===== src/hdl/md5_message_digest_unit_macros.svh =====
// assertion macros for the md5 digest unit
`ifndef MD5_MESSAGE_DIGEST_UNIT_MACROS_SVH
`define MD5_MESSAGE_DIGEST_UNIT_MACROS_SVH

`define MD5_ASSERT(label, clk, rst, prop, msg) \
   label: assert property (@(posedge clk) disable iff (rst) (prop)) else $error(msg);

`define MD5_ASSERT_NODIS(label, clk, prop, msg) \
   label: assert property (@(posedge clk) (prop)) else $error(msg);

`endif


===== src/hdl/md5_pkg.sv =====
`default_nettype none
package md5_pkg;

   localparam logic [31:0] IV_A = 32'h67452301;
   localparam logic [31:0] IV_B = 32'hefcdab89;
   localparam logic [31:0] IV_C = 32'h98badcfe;
   localparam logic [31:0] IV_D = 32'h10325476;
   localparam logic [7:0]  PAD_MARK = 8'h80;

   typedef struct packed {
      logic [31:0] data_word;
      logic [2:0]  byte_count;
      logic        last;
   } req_type;

   typedef struct packed {
      logic [63:0] digest_low;
      logic [63:0] digest_high;
   } rsp_type;

   // byte-level write and control command from controller to datapath
   typedef struct packed {
      logic       put;        // write one byte and advance the fill
      logic [7:0] byte_val;
      logic       start;      // start a compression
      logic       restart;    // reload initial chaining values, clear length and fill
      logic       add_len;    // add eight times count to bit length
      logic [2:0] len_count;
   } dp_cmd_type;

   typedef struct packed {
      logic       busy;       // compression in progress
      logic       done;       // compression finished this cycle
      logic [5:0] fill;
   } dp_status_type;

   localparam logic [31:0] SINE_TABLE [64] = '{
      32'hd76aa478, 32'he8c7b756, 32'h242070db, 32'hc1bdceee,
      32'hf57c0faf, 32'h4787c62a, 32'ha8304613, 32'hfd469501,
      32'h698098d8, 32'h8b44f7af, 32'hffff5bb1, 32'h895cd7be,
      32'h6b901122, 32'hfd987193, 32'ha679438e, 32'h49b40821,
      32'hf61e2562, 32'hc040b340, 32'h265e5a51, 32'he9b6c7aa,
      32'hd62f105d, 32'h02441453, 32'hd8a1e681, 32'he7d3fbc8,
      32'h21e1cde6, 32'hc33707d6, 32'hf4d50d87, 32'h455a14ed,
      32'ha9e3e905, 32'hfcefa3f8, 32'h676f02d9, 32'h8d2a4c8a,
      32'hfffa3942, 32'h8771f681, 32'h6d9d6122, 32'hfde5380c,
      32'ha4beea44, 32'h4bdecfa9, 32'hf6bb4b60, 32'hbebfbc70,
      32'h289b7ec6, 32'heaa127fa, 32'hd4ef3085, 32'h04881d05,
      32'hd9d4d039, 32'he6db99e5, 32'h1fa27cf8, 32'hc4ac5665,
      32'hf4292244, 32'h432aff97, 32'hab9423a7, 32'hfc93a039,
      32'h655b59c3, 32'h8f0ccc92, 32'hffeff47d, 32'h85845dd1,
      32'h6fa87e4f, 32'hfe2ce6e0, 32'ha3014314, 32'h4e0811a1,
      32'hf7537e82, 32'hbd3af235, 32'h2ad7d2bb, 32'heb86d391
   };

   localparam logic [4:0] SHIFT_TABLE [16] = '{
      5'd7, 5'd12, 5'd17, 5'd22, 5'd5, 5'd9, 5'd14, 5'd20,
      5'd4, 5'd11, 5'd16, 5'd23, 5'd6, 5'd10, 5'd15, 5'd21
   };

endpackage
`default_nettype wire


===== src/hdl/md5_if.sv =====
`default_nettype none
interface md5_req_if;
   import md5_pkg::*;
   logic    valid;
   logic    ready;
   req_type payload;
   modport source (output valid, output payload, input ready);
   modport sink (input valid, input payload, output ready);
endinterface

interface md5_rsp_if;
   import md5_pkg::*;
   logic    valid;
   logic    ready;
   rsp_type payload;
   modport source (output valid, output payload, input ready);
   modport sink (input valid, input payload, output ready);
endinterface
`default_nettype wire


===== src/hdl/md5_message_digest_unit.sv =====
// md5 message digest unit
// req channel: one word per handshake, up to four little-endian bytes with a
// byte count and a last flag. rsp channel: the 128-bit digest as two 64-bit
// halves, one result per message, given after the word marked last.
// a word is packed byte by byte, and the next word is taken only after
// it; each time a 64-byte block fills, packing waits while the 64-round
// compression runs one round a cycle in a single round unit. the last word
// adds padding, one byte a cycle, up to two compressions, and a load of the
// result register.
// reset (synchronous) loads the initial chaining values, clears the length
// and fill and drops any pending result.
// a stalled rsp holds its digest; the unit keeps taking words of the next
// message meanwhile and only waits when a second digest is ready.
`default_nettype none
module md5_message_digest_unit (
   input  wire logic clock,
   input  wire logic reset,
   md5_req_if.sink   req,
   md5_rsp_if.source rsp
);
   import md5_pkg::*;

   dp_cmd_type    cmd;
   dp_status_type status;
   logic [63:0]   bit_len;
   rsp_type       digest;

   md5_control u_ctrl (
      .clock(clock), .reset(reset), .req(req), .rsp(rsp),
      .cmd(cmd), .status(status), .bit_len(bit_len), .digest(digest)
   );

   md5_datapath u_dp (
      .clock(clock), .reset(reset), .cmd(cmd), .status(status),
      .bit_len(bit_len), .digest(digest)
   );
endmodule
`default_nettype wire


===== src/hdl/md5_datapath.sv =====
`default_nettype none
module md5_datapath (
   input  wire logic                   clock,
   input  wire logic                   reset,
   input  wire md5_pkg::dp_cmd_type    cmd,
   output md5_pkg::dp_status_type      status,
   output logic [63:0]                 bit_len,
   output md5_pkg::rsp_type            digest
);
   import md5_pkg::*;

   logic [31:0] buf_ff [16];
   logic [31:0] cv_ff [4];
   logic [31:0] a_ff, b_ff, c_ff, d_ff;
   logic [31:0] a_in, b_in, c_in, d_in;
   logic [63:0] len_ff;
   logic [5:0]  fill_ff;
   logic [5:0]  round_ff;
   logic        busy_ff, done_ff;
   logic [1:0]  phase;
   logic [3:0]  g;
   logic [31:0] f, sum, rot;
   logic [4:0]  s;

   always_comb begin
      phase = round_ff[5:4];
      case (phase)
         2'd0: begin
            f = (b_ff & c_ff) | (~b_ff & d_ff);
            g = round_ff[3:0];
         end
         2'd1: begin
            f = (d_ff & b_ff) | (~d_ff & c_ff);
            g = 4'(5 * round_ff[3:0] + 1);
         end
         2'd2: begin
            f = b_ff ^ c_ff ^ d_ff;
            g = 4'(3 * round_ff[3:0] + 5);
         end
         default: begin
            f = c_ff ^ (b_ff | ~d_ff);
            g = 4'(7 * round_ff[3:0]);
         end
      endcase
      s = SHIFT_TABLE[{phase, round_ff[1:0]}];
      sum = a_ff + f + SINE_TABLE[round_ff] + buf_ff[g];
      rot = (sum << s) | (sum >> (6'd32 - {1'b0, s}));
      a_in = d_ff;
      b_in = b_ff + rot;
      c_in = b_ff;
      d_in = c_ff;
   end

   always_ff @(posedge clock) begin
      if (cmd.put) begin
         buf_ff[fill_ff[5:2]][8*fill_ff[1:0] +: 8] <= cmd.byte_val;
      end
      if (cmd.start) begin
         a_ff <= cv_ff[0];
         b_ff <= cv_ff[1];
         c_ff <= cv_ff[2];
         d_ff <= cv_ff[3];
      end else if (busy_ff) begin
         a_ff <= a_in;
         b_ff <= b_in;
         c_ff <= c_in;
         d_ff <= d_in;
      end
   end

   always_ff @(posedge clock) begin
      if (reset || cmd.restart) begin
         cv_ff[0] <= IV_A;
         cv_ff[1] <= IV_B;
         cv_ff[2] <= IV_C;
         cv_ff[3] <= IV_D;
         len_ff   <= '0;
         fill_ff  <= '0;
      end else begin
         if (cmd.put) fill_ff <= fill_ff + 6'd1;
         if (cmd.add_len) len_ff <= len_ff + {58'd0, cmd.len_count, 3'd0};
         if (busy_ff && round_ff == 6'd63) begin
            cv_ff[0] <= cv_ff[0] + a_in;
            cv_ff[1] <= cv_ff[1] + b_in;
            cv_ff[2] <= cv_ff[2] + c_in;
            cv_ff[3] <= cv_ff[3] + d_in;
         end
      end
      if (reset) begin
         busy_ff  <= 1'b0;
         done_ff  <= 1'b0;
         round_ff <= '0;
      end else begin
         done_ff <= busy_ff && round_ff == 6'd63;
         if (cmd.start) begin
            busy_ff  <= 1'b1;
            round_ff <= '0;
         end else if (busy_ff) begin
            round_ff <= round_ff + 6'd1;
            if (round_ff == 6'd63) busy_ff <= 1'b0;
         end
      end
   end

   assign status.busy = busy_ff;
   assign status.done = done_ff;
   assign status.fill = fill_ff;
   assign bit_len = len_ff;
   assign digest.digest_low  = {cv_ff[1], cv_ff[0]};
   assign digest.digest_high = {cv_ff[3], cv_ff[2]};
endmodule
`default_nettype wire


===== src/hdl/md5_control.sv =====
`default_nettype none
`include "md5_message_digest_unit_macros.svh"
module md5_control (
   input  wire logic                   clock,
   input  wire logic                   reset,
   md5_req_if.sink                     req,
   md5_rsp_if.source                   rsp,
   output md5_pkg::dp_cmd_type         cmd,
   input  wire md5_pkg::dp_status_type status,
   input  wire logic [63:0]            bit_len,
   input  wire md5_pkg::rsp_type       digest
);
   import md5_pkg::*;

   typedef enum logic [6:0] {
      S_IDLE  = 7'b0000001,
      S_BYTES = 7'b0000010,
      S_PAD   = 7'b0000100,
      S_ZERO  = 7'b0001000,
      S_LEN   = 7'b0010000,
      S_COMP  = 7'b0100000,
      S_OUT   = 7'b1000000
   } state_type;

   state_type   state_ff, state_in, ret_ff, ret_in;
   logic [31:0] data_ff, data_in;
   logic [2:0]  cnt_ff, cnt_in;
   logic [2:0]  idx_ff, idx_in;
   logic        last_ff, last_in;
   logic [63:0] len_ff, len_in;
   logic        rv_ff, rv_in;
   rsp_type     rd_ff, rd_in;
   logic [2:0]  clamp;

   assign clamp = (req.payload.byte_count > 3'd4) ? 3'd4 : req.payload.byte_count;

   always_comb begin
      state_in = state_ff;
      ret_in   = ret_ff;
      data_in  = data_ff;
      cnt_in   = cnt_ff;
      idx_in   = idx_ff;
      last_in  = last_ff;
      len_in   = len_ff;
      rv_in    = rv_ff;
      rd_in    = rd_ff;
      cmd      = '0;
      req.ready = (state_ff == S_IDLE);
      if (rsp.ready) rv_in = 1'b0;
      case (state_ff)
         S_IDLE: begin
            if (req.valid) begin
               data_in   = req.payload.data_word;
               cnt_in    = clamp;
               last_in   = req.payload.last;
               idx_in    = '0;
               cmd.add_len   = 1'b1;
               cmd.len_count = clamp;
               state_in  = S_BYTES;
            end
         end
         S_BYTES: begin
            if (idx_ff == cnt_ff) begin
               if (last_ff) begin
                  len_in   = bit_len;
                  state_in = S_PAD;
               end else begin
                  state_in = S_IDLE;
               end
            end else begin
               cmd.put      = 1'b1;
               cmd.byte_val = data_ff[8*idx_ff[1:0] +: 8];
               idx_in       = idx_ff + 3'd1;
               if (status.fill == 6'd63) begin
                  cmd.start = 1'b1;
                  ret_in    = S_BYTES;
                  state_in  = S_COMP;
               end
            end
         end
         S_PAD: begin
            cmd.put      = 1'b1;
            cmd.byte_val = PAD_MARK;
            ret_in       = S_ZERO;
            state_in     = S_ZERO;
            if (status.fill == 6'd63) begin
               cmd.start = 1'b1;
               state_in  = S_COMP;
            end
         end
         S_ZERO: begin
            if (status.fill == 6'd56) begin
               idx_in   = '0;
               state_in = S_LEN;
            end else begin
               cmd.put = 1'b1;
               if (status.fill == 6'd63) begin
                  cmd.start = 1'b1;
                  ret_in    = S_ZERO;
                  state_in  = S_COMP;
               end
            end
         end
         S_LEN: begin
            cmd.put      = 1'b1;
            cmd.byte_val = len_ff[8*idx_ff +: 8];
            idx_in       = idx_ff + 3'd1;
            if (status.fill == 6'd63) begin
               cmd.start = 1'b1;
               ret_in    = S_OUT;
               state_in  = S_COMP;
            end
         end
         S_COMP: begin
            if (status.done) state_in = ret_ff;
         end
         S_OUT: begin
            if (!rv_ff || rsp.ready) begin
               rv_in       = 1'b1;
               rd_in       = digest;
               cmd.restart = 1'b1;
               state_in    = S_IDLE;
            end
         end
         default: state_in = S_IDLE;
      endcase
   end

   always_ff @(posedge clock) begin
      if (reset) begin
         state_ff <= S_IDLE;
         ret_ff   <= S_IDLE;
         rv_ff    <= 1'b0;
      end else begin
         state_ff <= state_in;
         ret_ff   <= ret_in;
         rv_ff    <= rv_in;
      end
      data_ff <= data_in;
      cnt_ff  <= cnt_in;
      idx_ff  <= idx_in;
      last_ff <= last_in;
      len_ff  <= len_in;
      rd_ff   <= rd_in;
   end

   assign rsp.valid   = rv_ff;
   assign rsp.payload = rd_ff;

   `MD5_ASSERT(a_start_full, clock, reset, cmd.start |-> status.fill == 6'd63 && cmd.put, "compression started on a partial block")
   `MD5_ASSERT(a_comp_busy, clock, reset, state_ff == S_COMP && !status.done |-> status.busy || $past(cmd.start), "waiting on an idle datapath")
   `MD5_ASSERT(a_no_put_busy, clock, reset, status.busy |-> !cmd.put, "byte written during compression")
   `MD5_ASSERT(a_ready_idle, clock, reset, req.ready |-> !status.busy, "accepting while compressing")
endmodule
`default_nettype wire


===== src/flat_wrapper.sv =====
// flat-port wrapper written by rule: the top's interface ports become plain ports
module md5_message_digest_unit_flat import md5_pkg::*;
  (clock, reset, req_valid, req_payload, req_ready, rsp_valid, rsp_payload, rsp_ready);
  md5_req_if req_i ();
  md5_rsp_if rsp_i ();
  input  wire logic clock;
  input  wire logic reset;
  input wire logic [$bits(req_i.valid)-1:0] req_valid;
  input wire logic [$bits(req_i.payload)-1:0] req_payload;
  output wire logic [$bits(req_i.ready)-1:0] req_ready;
  output wire logic [$bits(rsp_i.valid)-1:0] rsp_valid;
  output wire logic [$bits(rsp_i.payload)-1:0] rsp_payload;
  input wire logic [$bits(rsp_i.ready)-1:0] rsp_ready;
  assign req_i.valid = req_valid;
  assign req_i.payload = req_payload;
  assign req_ready = req_i.ready;
  assign rsp_valid = rsp_i.valid;
  assign rsp_payload = rsp_i.payload;
  assign rsp_i.ready = rsp_ready;
  md5_message_digest_unit u_core (.clock(clock), .reset(reset), .req(req_i), .rsp(rsp_i));
endmodule

===== config.mk =====
export PLATFORM = sky130hd
export DESIGN_NAME = md5_message_digest_unit_flat
export DESIGN_NICKNAME = d
export VERILOG_FILES = /design/src/hdl/md5_pkg.sv /design/src/hdl/md5_if.sv /design/src/hdl/md5_message_digest_unit.sv /design/src/hdl/md5_datapath.sv /design/src/hdl/md5_control.sv /design/src/flat_wrapper.sv
export VERILOG_INCLUDE_DIRS = /design/src /design/src/hdl
export SDC_FILE = /design/constraint.sdc
export NUM_CORES = 2
export LEC_CHECK = 0
export ABC_CLOCK_PERIOD_IN_PS = 16700
export BUFFER_PORTS_ARGS = -buffer_cell sky130_fd_sc_hd__buf_2
export CAP_MARGIN = 10
export CORE_MARGIN = 2
export CORE_UTILIZATION = 58
export DETAILED_ROUTE_END_ITERATION = 7
export GPL_TIMING_DRIVEN = 0
export PLACE_DENSITY = 0.79
export SYNTH_ARGS = -nofsm -noshare
export SYNTH_HDL_FRONTEND = slang
export SYNTH_HIERARCHICAL = 1
export SYNTH_SLANG_ARGS = --single-unit

===== constraint.sdc =====
create_clock -name clock -period 16.7 [get_ports clock]
set_input_delay 0.835 -clock clock [delete_from_list [all_inputs] [get_ports clock]]
set_output_delay 0.835 -clock clock [all_outputs]
set_load 0.01 [all_outputs]

==> impl_metrics.env <==
export IMPL_status="finished, violations left"
export IMPL_violations="design-rule violations"
export IMPL_grt_pass1_wl_um=295000
export IMPL_path_clk_slew_ns=0.06
export IMPL_clkLatencyLatePin_ns=0.75
export IMPL_vdd_drop_max_uv=109
export IMPL_grt_pass1_vias=45109
export IMPL_num_rows=118
export IMPL_grt_util_all_layers_pct=37.5
export IMPL_wl_met2_um=90700
export IMPL_clockBufferDepth=3
export IMPL_routed_top_layer="met5"
export IMPL_worstPathArrival_ns=16.77
export IMPL_vias=47120
export IMPL_drv_slew=0
export IMPL_power_switching_mw=1.33
export IMPL_hold_class="in2reg"
export IMPL_cts_inserted_buffers=107
export IMPL_fp_dieH_um=327
export IMPL_post_route_period_util_pct=98.0
export IMPL_areaGrowthSynthToFinish_pct=10.7
export IMPL_overflow=0
export IMPL_cpPeakStageDelay_ns=0.92
export IMPL_placed_area_mm2=0.0635
export IMPL_cts_tree="built"
export IMPL_syn_inst=5232
export IMPL_drtIter0Drc=7152
export IMPL_drcViolationCount=5
export IMPL_worst_slack_ns=0.335
export IMPL_required_ns=17.11
export IMPL_avgSynthCellArea_um2=11.6
export IMPL_p_comb_share_pct=6.5
export IMPL_p_per_area_mw_per_mm2=86.9
export IMPL_die_width_um=327
export IMPL_fill_cells=7756
export IMPL_clockPowerShare_pct=42.2
export IMPL_firstDrtPassIters=8
export IMPL_core_area_mm2=0.104
export IMPL_wl_met3_um=24700
export IMPL_crit_buf_inv=6
export IMPL_antenna_found_initial=7
export IMPL_avgViaCountPerCell=6.73
export IMPL_tightest_slew_ns=1.31
export IMPL_hold_viol_final=0
export IMPL_cts_htree_levels=3
export IMPL_crit_family="compound AO/OA/AOI/OAI gates"
export IMPL_power_mw=5.84
export IMPL_wl_met1_um=73200
export IMPL_cellLeakagePower_nw=25.0
export IMPL_yosysWarnings=6
export IMPL_drive_gt1_share_pct=13.2
export IMPL_clock_skew_ns=0.0512
export IMPL_worstPathMaxFanout=17
export IMPL_maxSlewHeadroom_pct=11.9
export IMPL_p_int_mw=4.51
export IMPL_io_buffer_count=169
export IMPL_design_die_area_mm2=0.107
export IMPL_pwr_share_seq_pct=51.3
export IMPL_clock_fmax_mhz=61.1
export IMPL_finalSetupViolCount=0
export IMPL_tns_ns=0
export IMPL_cts_sinks=1086
export IMPL_dp_hpwl_um=147000
export IMPL_cts_root_buf="clkbuf_16"
export IMPL_crit_top_cell="a21oi_1"
export IMPL_critPathKind="reg2reg"
export IMPL_place_ws_ns=0.418
export IMPL_rsz0062_at_grt="false"
export IMPL_wl_um=203000
export IMPL_design_area_mm2=0.0672
export IMPL_start_kind="flip-flop"
export IMPL_maxCapViolCount=0
export IMPL_boundaryPins=170
export IMPL_start_util_pct=58.6
export IMPL_postCtsSetupBuffers=0
export IMPL_grt_max_degree=63
export IMPL_finalCriticalPeriod_ns=16.36
export IMPL_swShare_pct=22.7
export IMPL_hold_buffers=0
export IMPL_slowest_stage="a221oi_1"
export IMPL_gp_congestion=1.07
export IMPL_end_kind="flip-flop"
export IMPL_antenna_left=0
export IMPL_wl_per_cell_um=29.0
export IMPL_layout_nets=5865
export IMPL_syn_area_mm2=0.0607
==> metrics by stage <==
stage                     util [%]  hold slack, ns  std cells
final                         64.8           0.277       7004
after floorplan                  -           0.429       5234
after global placement        61.0           0.443       6783
after detailed placement      61.3           0.445       6798
after CTS                     64.8           0.239       6997
after global routing          64.8           0.254       7001
==> layout make-up <==
| type | count | area, um^2 | area share, % |
|---|---|---|---|
| plain buffers | 267 | 1070 | 1.59 |
| repair buffers | 188 | 1130 | 1.69 |
| well taps | 1380 | 1730 | 2.57 |
| flip-flops and latches | 1086 | 31700 | 47.2 |
| multi-input cells | 3675 | 27200 | 40.4 |
| clock buffers | 127 | 2820 | 4.19 |
| clock inverters | 72 | 777 | 1.16 |
| diodes | 3 | 7.51 | 0.0112 |
| inverters | 206 | 773 | 1.15 |
==> routing by layer <==
layer	vias up	track usage, %
li1	20158	-
met1	22883	47.8
met2	3308	57.8
met3	765	10.4
met4	6	22.1
met5	-	0
==> placed cells by master, fill, tap and decap left out, types with 33 or more instances in the layout <==
cell,count
nand3_1,80
xor2_1,96
inv_1,201
nor3_1,145
o21a_1,33
ha_1,224
o21ai_0,290
nor2b_1,39
nor3b_1,39
clkbuf_16,109
mux2_2,156
mux4_2,155
nand2_1,485
fa_1,70
or3_1,42
a211oi_1,57
nand2b_1,50
and3_1,36
dfxtp_1,86
buf_1,47
a21o_1,74
a31oi_1,74
o211ai_1,40
edfxtp_1,999
mux2i_1,107
clkbuf_1,210
xnor2_1,168
buf_2,179
a21oi_1,398
nor2_1,472
==> power groups by stage <==
stage | clock, mW | combinational, mW | sequential (mW)
floorplan | 0 | 0.274 | 3.05
finish | 2.46 | 0.380 | 3.00
global route | 2.59 | 0.412 | 3.00
global placement | 0 | 0.358 | 3.06
detailed placement | 0 | 0.372 | 3.05
CTS | 2.48 | 0.375 | 3.00
==> flip-flops by register name (all words and copies together) (netlist names), 7 cells and up <==
signal,count
u_core/u_ctrl/data_ff,32
u_core/u_dp/bit_len,61
u_core/u_ctrl/len_ff,64
u_core/u_dp/c_ff,32
u_core/u_dp/b_ff,32
u_core/u_ctrl/state_ff,7
u_core/u_dp/cv_ff,128
u_core/u_dp/a_in,32
u_core/u_dp/buf_ff,512
u_core/u_dp/a_ff,32
u_core/u_ctrl/rsp.payload,128
==> path summary, 6_finish.rpt <==
kind / start / depth (start not counted) / endpoint / slack (ns)
setup / recovery: u_core/u_dp/round_ff[1] / 45 / u_core/u_dp/cv_ff[1][30] / 0.34
hold reg to reg: u_core/u_dp/bit_len[63] / 0 / u_core/u_ctrl/len_ff[63] / 0.45
hold / removal: req_payload[13] / 1 / u_core/u_ctrl/data_ff[9] / 0.28
setup reg to reg: u_core/u_dp/round_ff[1] / 45 / u_core/u_dp/cv_ff[1][30] / 0.34
==> repair_timing <==
item                                   4_1_cts  5_1_grt
resized for setup                            0       21
endpoints found under the hold margin        0        0
setup endpoints to repair                    0        7
(Power assumes the default switching activity.)
